$ cat src/rtl/wfm_pkg.sv
// Shared types and constants of the wildcard file name matcher.
`default_nettype none
package wfm_pkg;

  localparam int CHAR_W    = 8;
  localparam int POS_W     = 5;
  localparam int MAX_CHARS = 16;
  localparam int ADDR_W    = 5;
  localparam int DATA_W    = 64;
  localparam int LEN_W     = 5;

  localparam logic [CHAR_W-1:0] CH_NUL   = 8'h00;
  localparam logic [CHAR_W-1:0] CH_QMARK = 8'h3F;
  localparam logic [CHAR_W-1:0] CH_STAR  = 8'h2A;
  localparam logic [CHAR_W-1:0] CH_DOT   = 8'h2E;
  localparam logic [CHAR_W-1:0] CH_LO_A  = 8'h61;
  localparam logic [CHAR_W-1:0] CH_LO_Z  = 8'h7A;
  localparam logic [CHAR_W-1:0] CASE_OFS = 8'h20;

  typedef enum logic [1:0] {
    REG_TMPL_LO = 2'd0,
    REG_TMPL_HI = 2'd1,
    REG_TMPL_LEN = 2'd2,
    REG_FOLD_CASE = 2'd3
  } reg_idx_t;

  typedef enum logic [1:0] {
    PH_BASE = 2'd0,
    PH_STAR = 2'd1,
    PH_EXT  = 2'd2,
    PH_DONE = 2'd3
  } phase_t;

  typedef enum logic [2:0] {
    ST_IDLE,
    ST_STEP,
    ST_SKIP,
    ST_FIN_BASE,
    ST_FIN_SKIP,
    ST_FIN_DOT,
    ST_FIN_EXT
  } state_t;

  typedef struct packed {
    logic   load_char;
    logic   pos_inc;
    logic   phase_we;
    phase_t phase_val;
    logic   verdict_we;
    logic   verdict_val;
    logic   result_we;
    logic   result_val;
    logic   clear_match;
  } cmd_t;

  typedef struct packed {
    logic   c_zero;
    logic   c_dot;
    logic   c_eq_t;
    logic   t_end;
    logic   t_dot;
    logic   t_qmark;
    logic   t_star;
    phase_t phase;
    logic   verdict;
  } sts_t;

endpackage
`default_nettype wire

$ cat src/rtl/wfm_regs.sv
// Configuration register file of the matcher behind an APB-style port.
`default_nettype none
module wfm_regs (
  input  wire logic                         clk,
  input  wire logic                         rst,
  input  wire logic                         psel,
  input  wire logic                         penable,
  input  wire logic                         pwrite,
  input  wire logic [wfm_pkg::ADDR_W-1:0]   paddr,
  input  wire logic [wfm_pkg::DATA_W-1:0]   pwdata,
  output logic      [wfm_pkg::DATA_W-1:0]   prdata,
  output logic      [wfm_pkg::DATA_W-1:0]   tmpl_lo,
  output logic      [wfm_pkg::DATA_W-1:0]   tmpl_hi,
  output logic      [wfm_pkg::LEN_W-1:0]    tmpl_len,
  output logic                              fold_case
);

  wfm_pkg::reg_idx_t idx;
  logic              wr_en;

  assign idx   = wfm_pkg::reg_idx_t'(paddr[wfm_pkg::ADDR_W-1:3]);
  assign wr_en = psel & penable & pwrite;

  always_ff @(posedge clk) begin
    if (rst) begin
      tmpl_lo   <= '0;
      tmpl_hi   <= '0;
      tmpl_len  <= '0;
      fold_case <= 1'b1;
    end else if (wr_en) begin
      unique case (idx)
        wfm_pkg::REG_TMPL_LO:   tmpl_lo   <= pwdata;
        wfm_pkg::REG_TMPL_HI:   tmpl_hi   <= pwdata;
        wfm_pkg::REG_TMPL_LEN:  tmpl_len  <= pwdata[wfm_pkg::LEN_W-1:0];
        wfm_pkg::REG_FOLD_CASE: fold_case <= pwdata[0];
        default: ;
      endcase
    end
  end

  always_comb begin
    prdata = '0;
    unique case (idx)
      wfm_pkg::REG_TMPL_LO:   prdata = tmpl_lo;
      wfm_pkg::REG_TMPL_HI:   prdata = tmpl_hi;
      wfm_pkg::REG_TMPL_LEN:  prdata[wfm_pkg::LEN_W-1:0] = tmpl_len;
      wfm_pkg::REG_FOLD_CASE: prdata[0] = fold_case;
      default: ;
    endcase
  end

endmodule
`default_nettype wire

$ cat src/rtl/wfm_dp.sv
// Matcher datapath: character latch, template position, phase, verdict and result.
`default_nettype none
module wfm_dp #(
  parameter int TEMPLATE_CHARS = 16
) (
  input  wire logic                         clk,
  input  wire logic                         rst,
  input  wire logic [wfm_pkg::DATA_W-1:0]   tmpl_lo,
  input  wire logic [wfm_pkg::DATA_W-1:0]   tmpl_hi,
  input  wire logic [wfm_pkg::LEN_W-1:0]    tmpl_len,
  input  wire logic                         fold_case,
  input  wire logic [wfm_pkg::CHAR_W-1:0]   name_char,
  input  wire wfm_pkg::cmd_t                cmd,
  output wfm_pkg::sts_t                     sts,
  output logic                              matched
);

  localparam logic [wfm_pkg::LEN_W-1:0] LEN_MAX = wfm_pkg::LEN_W'(TEMPLATE_CHARS);

  function automatic logic [wfm_pkg::CHAR_W-1:0] fold_char(
    input logic [wfm_pkg::CHAR_W-1:0] c,
    input logic                       en
  );
    logic is_lower;
    is_lower = (c >= wfm_pkg::CH_LO_A) && (c <= wfm_pkg::CH_LO_Z);
    return (en && is_lower) ? c - wfm_pkg::CASE_OFS : c;
  endfunction

  logic [wfm_pkg::MAX_CHARS-1:0][wfm_pkg::CHAR_W-1:0] tmpl_bytes;
  logic [wfm_pkg::LEN_W-1:0]    len_eff;
  logic [wfm_pkg::CHAR_W-1:0]   t_char;
  logic [wfm_pkg::CHAR_W-1:0]   c_char;
  logic [wfm_pkg::POS_W-1:0]    pos;
  wfm_pkg::phase_t              phase;
  logic                         verdict;

  assign tmpl_bytes = {tmpl_hi, tmpl_lo};
  assign len_eff    = (tmpl_len > LEN_MAX) ? LEN_MAX : tmpl_len;

  always_comb begin
    if (wfm_pkg::LEN_W'(pos) >= len_eff) begin
      t_char = wfm_pkg::CH_NUL;
    end else begin
      t_char = fold_char(tmpl_bytes[pos[3:0]], fold_case);
    end
  end

  always_ff @(posedge clk) begin
    if (cmd.load_char) begin
      c_char <= fold_char(name_char, fold_case);
    end
    if (cmd.result_we) begin
      matched <= cmd.result_val;
    end
  end

  always_ff @(posedge clk) begin
    if (rst || cmd.clear_match) begin
      pos     <= '0;
      phase   <= wfm_pkg::PH_BASE;
      verdict <= 1'b1;
    end else begin
      if (cmd.pos_inc) begin
        pos <= pos + 1'b1;
      end
      if (cmd.phase_we) begin
        phase <= cmd.phase_val;
      end
      if (cmd.verdict_we) begin
        verdict <= cmd.verdict_val;
      end
    end
  end

  always_comb begin
    sts.c_zero  = (c_char == wfm_pkg::CH_NUL);
    sts.c_dot   = (c_char == wfm_pkg::CH_DOT);
    sts.c_eq_t  = (c_char == t_char);
    sts.t_end   = (t_char == wfm_pkg::CH_NUL);
    sts.t_dot   = (t_char == wfm_pkg::CH_DOT);
    sts.t_qmark = (t_char == wfm_pkg::CH_QMARK);
    sts.t_star  = (t_char == wfm_pkg::CH_STAR);
    sts.phase   = phase;
    sts.verdict = verdict;
  end

endmodule
`default_nettype wire

$ cat src/rtl/wfm_ctrl.sv
// Matcher controller: sequences character steps, template scans and result hand-off.
`default_nettype none
module wfm_ctrl (
  input  wire logic           clk,
  input  wire logic           rst,
  input  wire logic           in_valid,
  output logic                in_ready,
  output logic                out_valid,
  input  wire logic           out_ready,
  input  wire wfm_pkg::sts_t  sts,
  output wfm_pkg::cmd_t       cmd
);

  wfm_pkg::state_t state, state_next;
  logic            out_valid_next;
  logic            out_free;
  logic            done_now;
  logic            done_val;

  assign out_free = !out_valid || out_ready;
  assign in_ready = (state == wfm_pkg::ST_IDLE);

  always_ff @(posedge clk) begin
    if (rst) begin
      state     <= wfm_pkg::ST_IDLE;
      out_valid <= 1'b0;
    end else begin
      state     <= state_next;
      out_valid <= out_valid_next;
    end
  end

  always_comb begin
    cmd        = '0;
    state_next = state;
    done_now   = 1'b0;
    done_val   = 1'b0;
    unique case (state)
      wfm_pkg::ST_IDLE: begin
        if (in_valid) begin
          cmd.load_char = 1'b1;
          state_next    = wfm_pkg::ST_STEP;
        end
      end
      wfm_pkg::ST_STEP: begin
        if (sts.c_zero) begin
          unique case (sts.phase)
            wfm_pkg::PH_BASE: state_next = wfm_pkg::ST_FIN_BASE;
            wfm_pkg::PH_STAR: state_next = wfm_pkg::ST_FIN_DOT;
            wfm_pkg::PH_EXT:  state_next = wfm_pkg::ST_FIN_EXT;
            wfm_pkg::PH_DONE: begin
              done_now = 1'b1;
              done_val = sts.verdict;
            end
            default: ;
          endcase
        end else begin
          state_next = wfm_pkg::ST_IDLE;
          unique case (sts.phase)
            wfm_pkg::PH_BASE: begin
              priority if (sts.c_dot && (sts.t_end || sts.t_dot)) begin
                cmd.pos_inc   = sts.t_dot;
                cmd.phase_we  = 1'b1;
                cmd.phase_val = wfm_pkg::PH_EXT;
              end else if (sts.c_eq_t || sts.t_qmark) begin
                cmd.pos_inc = 1'b1;
              end else if (sts.t_star) begin
                state_next = wfm_pkg::ST_SKIP;
              end else begin
                cmd.verdict_we  = 1'b1;
                cmd.verdict_val = 1'b0;
                cmd.phase_we    = 1'b1;
                cmd.phase_val   = wfm_pkg::PH_DONE;
              end
            end
            wfm_pkg::PH_STAR: begin
              if (sts.c_dot) begin
                cmd.pos_inc   = sts.t_dot;
                cmd.phase_we  = 1'b1;
                cmd.phase_val = wfm_pkg::PH_EXT;
              end
            end
            wfm_pkg::PH_EXT: begin
              if (sts.c_eq_t || sts.t_qmark) begin
                cmd.pos_inc = 1'b1;
              end else begin
                cmd.verdict_we  = 1'b1;
                cmd.verdict_val = sts.t_star;
                cmd.phase_we    = 1'b1;
                cmd.phase_val   = wfm_pkg::PH_DONE;
              end
            end
            wfm_pkg::PH_DONE: ;
            default: ;
          endcase
        end
      end
      wfm_pkg::ST_SKIP: begin
        if (!sts.t_end && !sts.t_dot) begin
          cmd.pos_inc = 1'b1;
        end else begin
          cmd.phase_we = 1'b1;
          if (sts.c_dot) begin
            cmd.pos_inc   = sts.t_dot;
            cmd.phase_val = wfm_pkg::PH_EXT;
          end else begin
            cmd.phase_val = wfm_pkg::PH_STAR;
          end
          state_next = wfm_pkg::ST_IDLE;
        end
      end
      wfm_pkg::ST_FIN_BASE: begin
        priority if (sts.t_end || sts.t_dot) begin
          state_next = wfm_pkg::ST_FIN_DOT;
        end else if (sts.t_qmark) begin
          cmd.pos_inc = 1'b1;
        end else if (sts.t_star) begin
          state_next = wfm_pkg::ST_FIN_SKIP;
        end else begin
          done_now = 1'b1;
          done_val = 1'b0;
        end
      end
      wfm_pkg::ST_FIN_SKIP: begin
        if (!sts.t_end && !sts.t_dot) begin
          cmd.pos_inc = 1'b1;
        end else begin
          state_next = wfm_pkg::ST_FIN_DOT;
        end
      end
      wfm_pkg::ST_FIN_DOT: begin
        cmd.pos_inc = sts.t_dot;
        state_next  = wfm_pkg::ST_FIN_EXT;
      end
      wfm_pkg::ST_FIN_EXT: begin
        priority if (sts.t_end) begin
          done_now = 1'b1;
          done_val = 1'b1;
        end else if (sts.t_qmark) begin
          cmd.pos_inc = 1'b1;
        end else begin
          done_now = 1'b1;
          done_val = sts.t_star;
        end
      end
      default: state_next = wfm_pkg::ST_IDLE;
    endcase

    if (done_now && out_free) begin
      cmd.result_we   = 1'b1;
      cmd.result_val  = done_val;
      cmd.clear_match = 1'b1;
      state_next      = wfm_pkg::ST_IDLE;
    end

    out_valid_next = (out_valid && !out_ready) || cmd.result_we;
  end

endmodule
`default_nettype wire

$ cat src/rtl/wildcard_filename_matcher_core.sv
// Top level of the 8.3-style wildcard file name matcher.
// A file name streams in one character per transaction on in_valid/in_ready and ends
// with a zero character, which yields one transaction on out_valid/out_ready carrying
// matched. A nonzero character is accepted, then takes one step; a '*' met in the base
// part then skips template positions until it reaches a dot or the end of the template.
// The terminator yields the result from the step state when the name is already decided.
// Otherwise it scans the rest of the template until decided: in the extension directly,
// after a base '*' past the dot first, and in the base part through the base (skipping
// a '*' still in the base template), past the dot and then through the extension.
// The controller steps the single template read port one position per cycle. A finished
// result sits in an output register, so characters of the next name are taken while it
// waits; the next terminator holds until it is taken. The template is configured over
// the APB-style port at byte addresses 0, 8, 16 and 24; the user must do so only while
// no name is in flight, which the block itself does not enforce.
`default_nettype none
module wildcard_filename_matcher_core #(
  parameter int TEMPLATE_CHARS = 16
) (
  input  wire logic                         clk,
  input  wire logic                         rst,
  input  wire logic                         psel,
  input  wire logic                         penable,
  input  wire logic                         pwrite,
  input  wire logic [wfm_pkg::ADDR_W-1:0]   paddr,
  input  wire logic [wfm_pkg::DATA_W-1:0]   pwdata,
  output logic      [wfm_pkg::DATA_W-1:0]   prdata,
  output logic                              pready,
  input  wire logic                         in_valid,
  output logic                              in_ready,
  input  wire logic [wfm_pkg::CHAR_W-1:0]   name_char,
  output logic                              out_valid,
  input  wire logic                         out_ready,
  output logic                              matched
);

  logic [wfm_pkg::DATA_W-1:0] tmpl_lo;
  logic [wfm_pkg::DATA_W-1:0] tmpl_hi;
  logic [wfm_pkg::LEN_W-1:0]  tmpl_len;
  logic                       fold_case;
  wfm_pkg::cmd_t              cmd;
  wfm_pkg::sts_t              sts;

  assign pready = 1'b1;

  wfm_regs u_regs (
    .clk       (clk),
    .rst       (rst),
    .psel      (psel),
    .penable   (penable),
    .pwrite    (pwrite),
    .paddr     (paddr),
    .pwdata    (pwdata),
    .prdata    (prdata),
    .tmpl_lo   (tmpl_lo),
    .tmpl_hi   (tmpl_hi),
    .tmpl_len  (tmpl_len),
    .fold_case (fold_case)
  );

  wfm_dp #(
    .TEMPLATE_CHARS (TEMPLATE_CHARS)
  ) u_dp (
    .clk       (clk),
    .rst       (rst),
    .tmpl_lo   (tmpl_lo),
    .tmpl_hi   (tmpl_hi),
    .tmpl_len  (tmpl_len),
    .fold_case (fold_case),
    .name_char (name_char),
    .cmd       (cmd),
    .sts       (sts),
    .matched   (matched)
  );

  wfm_ctrl u_ctrl (
    .clk       (clk),
    .rst       (rst),
    .in_valid  (in_valid),
    .in_ready  (in_ready),
    .out_valid (out_valid),
    .out_ready (out_ready),
    .sts       (sts),
    .cmd       (cmd)
  );

  a_char_no_result: assert property (@(posedge clk) disable iff (rst)
    (in_valid && in_ready && !out_valid) |=> !out_valid)
    else $error("result appeared right after a character transaction");

  a_result_clears: assert property (@(posedge clk) disable iff (rst)
    $rose(out_valid) |-> (sts.phase == wfm_pkg::PH_BASE) && sts.verdict)
    else $error("match state not cleared when a result was issued");

  a_two_cycle_min: assert property (@(posedge clk) disable iff (rst)
    (in_valid && in_ready) |=> !in_ready)
    else $error("character accepted before the previous one was processed");

endmodule
`default_nettype wire

$ cat config.mk
export PLATFORM = sky130hd
export DESIGN_NAME = wildcard_filename_matcher_core
export DESIGN_NICKNAME = d
export VERILOG_FILES = /design/src/rtl/wfm_pkg.sv /design/src/rtl/wfm_regs.sv /design/src/rtl/wfm_dp.sv /design/src/rtl/wfm_ctrl.sv /design/src/rtl/wildcard_filename_matcher_core.sv
export SDC_FILE = /design/constraint.sdc
export NUM_CORES = 1
export LEC_CHECK = 0
export BUFFER_PORTS_ARGS = -buffer_cell sky130_fd_sc_hd__buf_2
export CAP_MARGIN = 20
export CORE_MARGIN = 2
export CORE_UTILIZATION = 53
export CTS_BUF_LIST = sky130_fd_sc_hd__clkbuf_8
export CTS_CLUSTER_DIAMETER = 150
export DETAILED_ROUTE_END_ITERATION = 6
export GPL_TIMING_DRIVEN = 0
export PLACE_DENSITY = 0.85
export SYNTH_ARGS = -nofsm -noshare
export SYNTH_HDL_FRONTEND = slang
export SYNTH_SLANG_ARGS = --single-unit
$ cat constraint.sdc
create_clock -name clk -period 3.6 [get_ports clk]
set_input_delay 0.54 -clock clk [delete_from_list [all_inputs] [get_ports clk]]
set_output_delay 0.54 -clock clk [all_outputs]
set_load 0.005 [all_outputs]
* Yosys cells after proc, flatten, opt, wreduce, memory -nomap -nowiden *
Index checks and enable logic that the tools add are counted.

storage, ports and cells
  bits in registers = 155
  input port bits = 84
  logic and storage cells = 134

cells by class
  add/subtract/negate cells = 3
  $lt $le $gt $ge = 7
  equal/unequal tests = 23
  mux-type cells = 59
  bitwise logic cells = 3
  reduce and logical (&&, ||, !) cells = 28

operators with widths
  cell                   number
  $pmux W59 S2           1
  $mux W3                11
  $bmux W8 S4            1
  $eq A8 B6 Y1 const B   4
  $mux W8                4
  $pmux W4 S3            2
  $pmux W3 S7            1
  $mux W1                20
  $mux W5                4
  $ge A8 B7 Y1 const B   2
  $le A8 B7 Y1 const B   2
  $logic_not A8 Y1       2
  $sub A8 B6 Y8 const B  2
  $mux W2                5
  $eq A3 B3 Y1 const B   3
  $pmux W3 S3            1
  $eq A2 B2 Y1 const B   4
  $eq A8 B8 Y1           1
  $logic_and A1 B1 Y1    8
  $mux W4                2
  $reduce_and A2 Y1      4
  $reduce_and A7 Y1      1
  $eq A3 B2 Y1 const B   2
  $mux W6                1
  23 further kinds       35

* Longest topological paths before layout *
  depth in word-level cells = 15
  depth in mapped cells = 15

* By module *
Synthesis repeated with hierarchy kept, for this count alone.

second synthesis, totals
  cell total of the unflattened synthesis = 963
  area, all modules = 9,708.1 sq um

by module, submodules not included
  module                          instances  cells an instance  area each (sq um)  sequential area each (sq um)
  wfm_regs                        1          661                6,547.5            2,682.6
  wfm_dp                          1          208                2,498.6            430.4
  wfm_ctrl                        1          92                 650.6              80.1
  wildcard_filename_matcher_core  1          2                  11.3               0.0

* Least setup slack after synthesis *
Ideal clock, no wire load.

  path kind = reg2reg
  from = reg u_dp.pos[0] (netlist name)
  to = reg u_dp.pos[2] (netlist name)
  library setup time = 0.072 ns
  arrival time = 3.872 ns
  required time = 3.528 ns
  slack = -0.343 ns
  cell stages (with the launch flop) = 16
  clock period less this slack = 3.943 ns
  path through = dfxtp_1 clkbuf_1 buf_2 inv_2 ha_1 nand2b_1 a211oi_1 o21bai_1 a21o_1 clkbuf_1 or4_1 a32o_1 a2111o_1 o311a_4 a21oi_1 mux2i_1

between the ends
  word-level cells in the longest chain between the ends = 15
  elaborated cells between the ends (all ways) = 43
  classes of those cells = add/sub (2); order compare (3); eq/ne (4); mux (23); reduce/logical (11)

RTL lines
  what                                                   line          text
  start: declaration                                     wfm_dp.sv:33  logic [wfm_pkg::POS_W-1:0] pos;
  start signal: assignment                               wfm_dp.sv:64  pos <= pos + 1'b1;
  branches (longest 15 deep; another with $ge A8 B7 Y1)  n/a

Parallel ways; which one is timed is not known. The select of a mux whose other input is x is not followed.
A chain may end at the register's enable or synchronous reset.

* Worst setup path in the final report *
  from = reg u_dp.pos[1] (netlist name)
  to = reg u_dp.pos[2] (netlist name)

Same word-level chain as after synthesis.

==> flow_metrics.tcl <==
set metrics [dict create \
    grt_max_degree 17 \
    r2r-start "u_dp.pos[1]" \
    synth_top_cell_area_share_pct 32.54 \
    cts.path.max_buffers 2 \
    hpwl_um 25120 \
    dieArea_um2 18010 \
    crit_fanout 5 \
    synth_cells 1118 \
    grt_overflow 0 \
    grt-busiest-layer "met2" \
    drtIter0Drc 1076 \
    synth-seq-cells 155 \
    fin_skew_ps 19.03 \
    vias_per_cell 6.399 \
    p_clk_share_pct 33.0 \
    grt_pass1_vias 9115 \
    synth_ff_type "dfxtp_1" \
    grtUsageMet3_pct 9.562 \
    setup_viol 10 \
    hold_violations 0 \
    synth_most_common_cell "nand2_1" \
    syn_nets 1216 \
    clock_latency_ps 470 \
    async_reset_ff_share_pct 0 \
    worst_slew_pin_slew_ps 980.0 \
    synth_seq_area_share_pct 35.55 \
    ant_nets 0 \
    synth_area_leaders "dfxtp_1, nand2_1, mux2i_1, a21oi_1, mux4_1" \
    relSlewSlack_pct 34.67 \
    hold_path.class "primary input to flop" \
    p_switching_mw 1.410 \
    rsz0062_at_grt "true" \
    cts_tree "yes" \
    final_util_pct 68.82 \
    place_ws_ps -703.1 \
    antenna_cells 0 \
    track_usage_pct 37.30 \
    die_w_um 134.2 \
    cts_buffers 17 \
    power_per_cell_area_nw_per_um2 370.4 \
    io_buffers 145 \
    numClockSinks 155 \
    netlist_area_um2 8982 \
    ys_warn_count 0 \
    end_kind "flop" \
    p_comb_share_pct 22.1 \
    ir_worst_vdd_uv 374.0 \
    min_from "name_char[4]" \
    cp.arrival_ps 4080 \
    critPathKind "flop to flop" \
    h-tree-depth 4 \
    wl_um 35090 \
    max_freq_ghz 0.2700 \
    vias 9989 \
    fin_area_um2 11410 \
    worst_slack_ps -103.3 \
    core_um2 16580 \
    routabilityCongestion 1.004 \
    synth_cell_types 77 \
    ios 152 \
    areaGrowthSynthToFinish_pct 27.06 \
    dr.pass1.iters 6 \
    antenna_found_initial 0 \
    die_h_um 134.2 \
    num_rows 47 \
    clk_pin_slew_worst_paths_ps 80 \
    grt_pass1_wl_um 50900 \
    place_area_um2 10030 \
    post-route-min-period_ps 3703 \
    use_met1_pct 44.85 \
    wl_per_cell_um 22.48 \
    crit_required_ps 3970 \
    cap_violations 0 \
    switching_share_pct 33.36 \
    fillers 1336 \
    synth_top_cell_by_area "dfxtp_1" \
    ys_top_cells_by_count "nand2_1, a21oi_1, dfxtp_1" \
    synth_edf_count 9 \
    report.final.slew_viol_count 0 \
    start_util_pct 54.16 \
    cp-startpoint "u_dp.pos[1]" \
    p_leak_nw 4.394 \
    whs_ps 292.2 \
    syn-mean-instance-area_um2 8.034 \
    p_int_mw 2.817 \
    critPathLaunchType "flop" \
    drc_errors 0 \
    cts_root_buffer "clkbuf_8" \
    layout.nets 1427 \
    outcome "complete, but fails checks" \
    drive_above_1_share_pct 25.13 \
    p_seq_share_pct 44.9 \
    period_share_pct 102.9 \
    use_met2_pct 59.95 \
    violations "setup timing" \
]
final cells by class:
class | count | area, um^2 | area share, %
buffer | 76 | 420.4 | 3.683
tap | 220 | 275.3 | 2.412
timing repair buffer | 193 | 1181 | 10.35
clock buffer | 18 | 247.7 | 2.171
inverter | 22 | 95.09 | 0.8332
sequential | 155 | 3199 | 28.03
multi-input combinational | 864 | 5842 | 51.18
clock inverter | 13 | 152.6 | 1.337
worst paths after layout:
| path | endpoint | slack (ps) | cells after the start |
|---|---|---|---|
| worst max-delay path | u_dp.pos[2] | -100 | 12 |
| worst min register to register | u_regs.tmpl_hi[36] | 480 | 2 |
| worst min-delay path | u_dp.c_char[4] | 290 | 1 |
| worst max register to register | u_dp.pos[2] | -100 | 12 |
kinds of logic after synthesis:
kind of cell | count (synthesis) | share of synthesized area (%)
xor+xnor | 1 | 0.09752
other cells | 1 | 0.04175
flops | 155 | 35.55
fa+ha+maj | 14 | 1.950
mux | 119 | 17.73
simple gates | 477 | 22.36
buf+inv | 99 | 4.792
compound gates | 252 | 17.48
stage by stage:
stage          setup TNS (ps)  instances  power (mW)
2_1_floorplan               0       1118       2.409
3_3_place_gp            -6240       1483       2.662
3_5_place_dp            -6862       1484       2.666
4_1_cts                     0       1545       4.060
5_1_grt                 -1520       1561       4.359
6_report               -596.4       1561       4.227
routing by layer:
metal / vias to the layer above / wire (um)
met5: - / 0
met4: 0 / 2742
met3: 192 / 3924
met2: 729 / 16060
met1: 4720 / 12360
li1: 4348 / -
state kept, by name, summed over array words and instances, names as in the netlist:
register / flops
u_regs.tmpl_hi: 64
u_ctrl.state: 3
u_dp.c_char: 8
u_regs.tmpl_lo: 64
u_dp.phase: 2
u_dp.matched: 1
u_ctrl.out_valid: 1
u_dp.verdict: 1
u_regs.fold_case: 1
u_dp.pos: 5
u_regs.tmpl_len: 5
power groups by stage:
stage,Combinational (mW),Sequential (mW),Clock [mW]
after detailed placement,0.739,1.93,0
after global placement,0.736,1.93,0
after floorplan,0.511,1.90,0
after global routing,1.00,1.90,1.45
after CTS,0.796,1.89,1.37
final,0.936,1.90,1.39
worst max-delay path, cell delays in order, from the launching register on:
cell and delay [ps]:
dfxtp_4 420, buf_12 140, buf_12 110, mux4_2 510
mux2i_4 240, nand2_4 120, and2_4 170, or4_1 390
a32o_2 270, a2111o_1 470, o311a_4 380, a21oi_2 160
mux2i_1 240
layout by cell type (no fill, tap or decap), types with 6 or more instances in the layout:
| master | synthesis | layout |
|---|---|---|
| clkbuf_8 | 0 | 19 |
| ha_1 | 14 | 12 |
| nand2_1 | 294 | 293 |
| and2_1 | 9 | 8 |
| nor3_1 | 16 | 12 |
| buf_6 | 1 | 9 |
| inv_1 | 20 | 20 |
| nor2_1 | 87 | 83 |
| o21ai_0 | 20 | 19 |
| clkbuf_1 | 59 | 56 |
| mux4_1 | 17 | 10 |
| o211ai_1 | 6 | 6 |
| buf_1 | 6 | 6 |
| a21oi_1 | 150 | 145 |
| nand3_1 | 23 | 21 |
| nor2b_1 | 9 | 6 |
| buf_4 | 5 | 40 |
| nand2b_1 | 9 | 7 |
| edfxtp_1 | 9 | 9 |
| inv_6 | 0 | 6 |
| mux4_2 | 10 | 17 |
| buf_12 | 1 | 6 |
| mux2i_1 | 92 | 87 |
| buf_2 | 4 | 146 |
| dfxtp_1 | 146 | 143 |
what timing repair did:
item                       CTS  global route
setup endpoints to repair   14            12
cloned                       1             2
setup buffers               30            15
pin swaps                   23            37
resized for setup           69            55
hold buffers                 0             0
(Power assumes the default switching activity.)
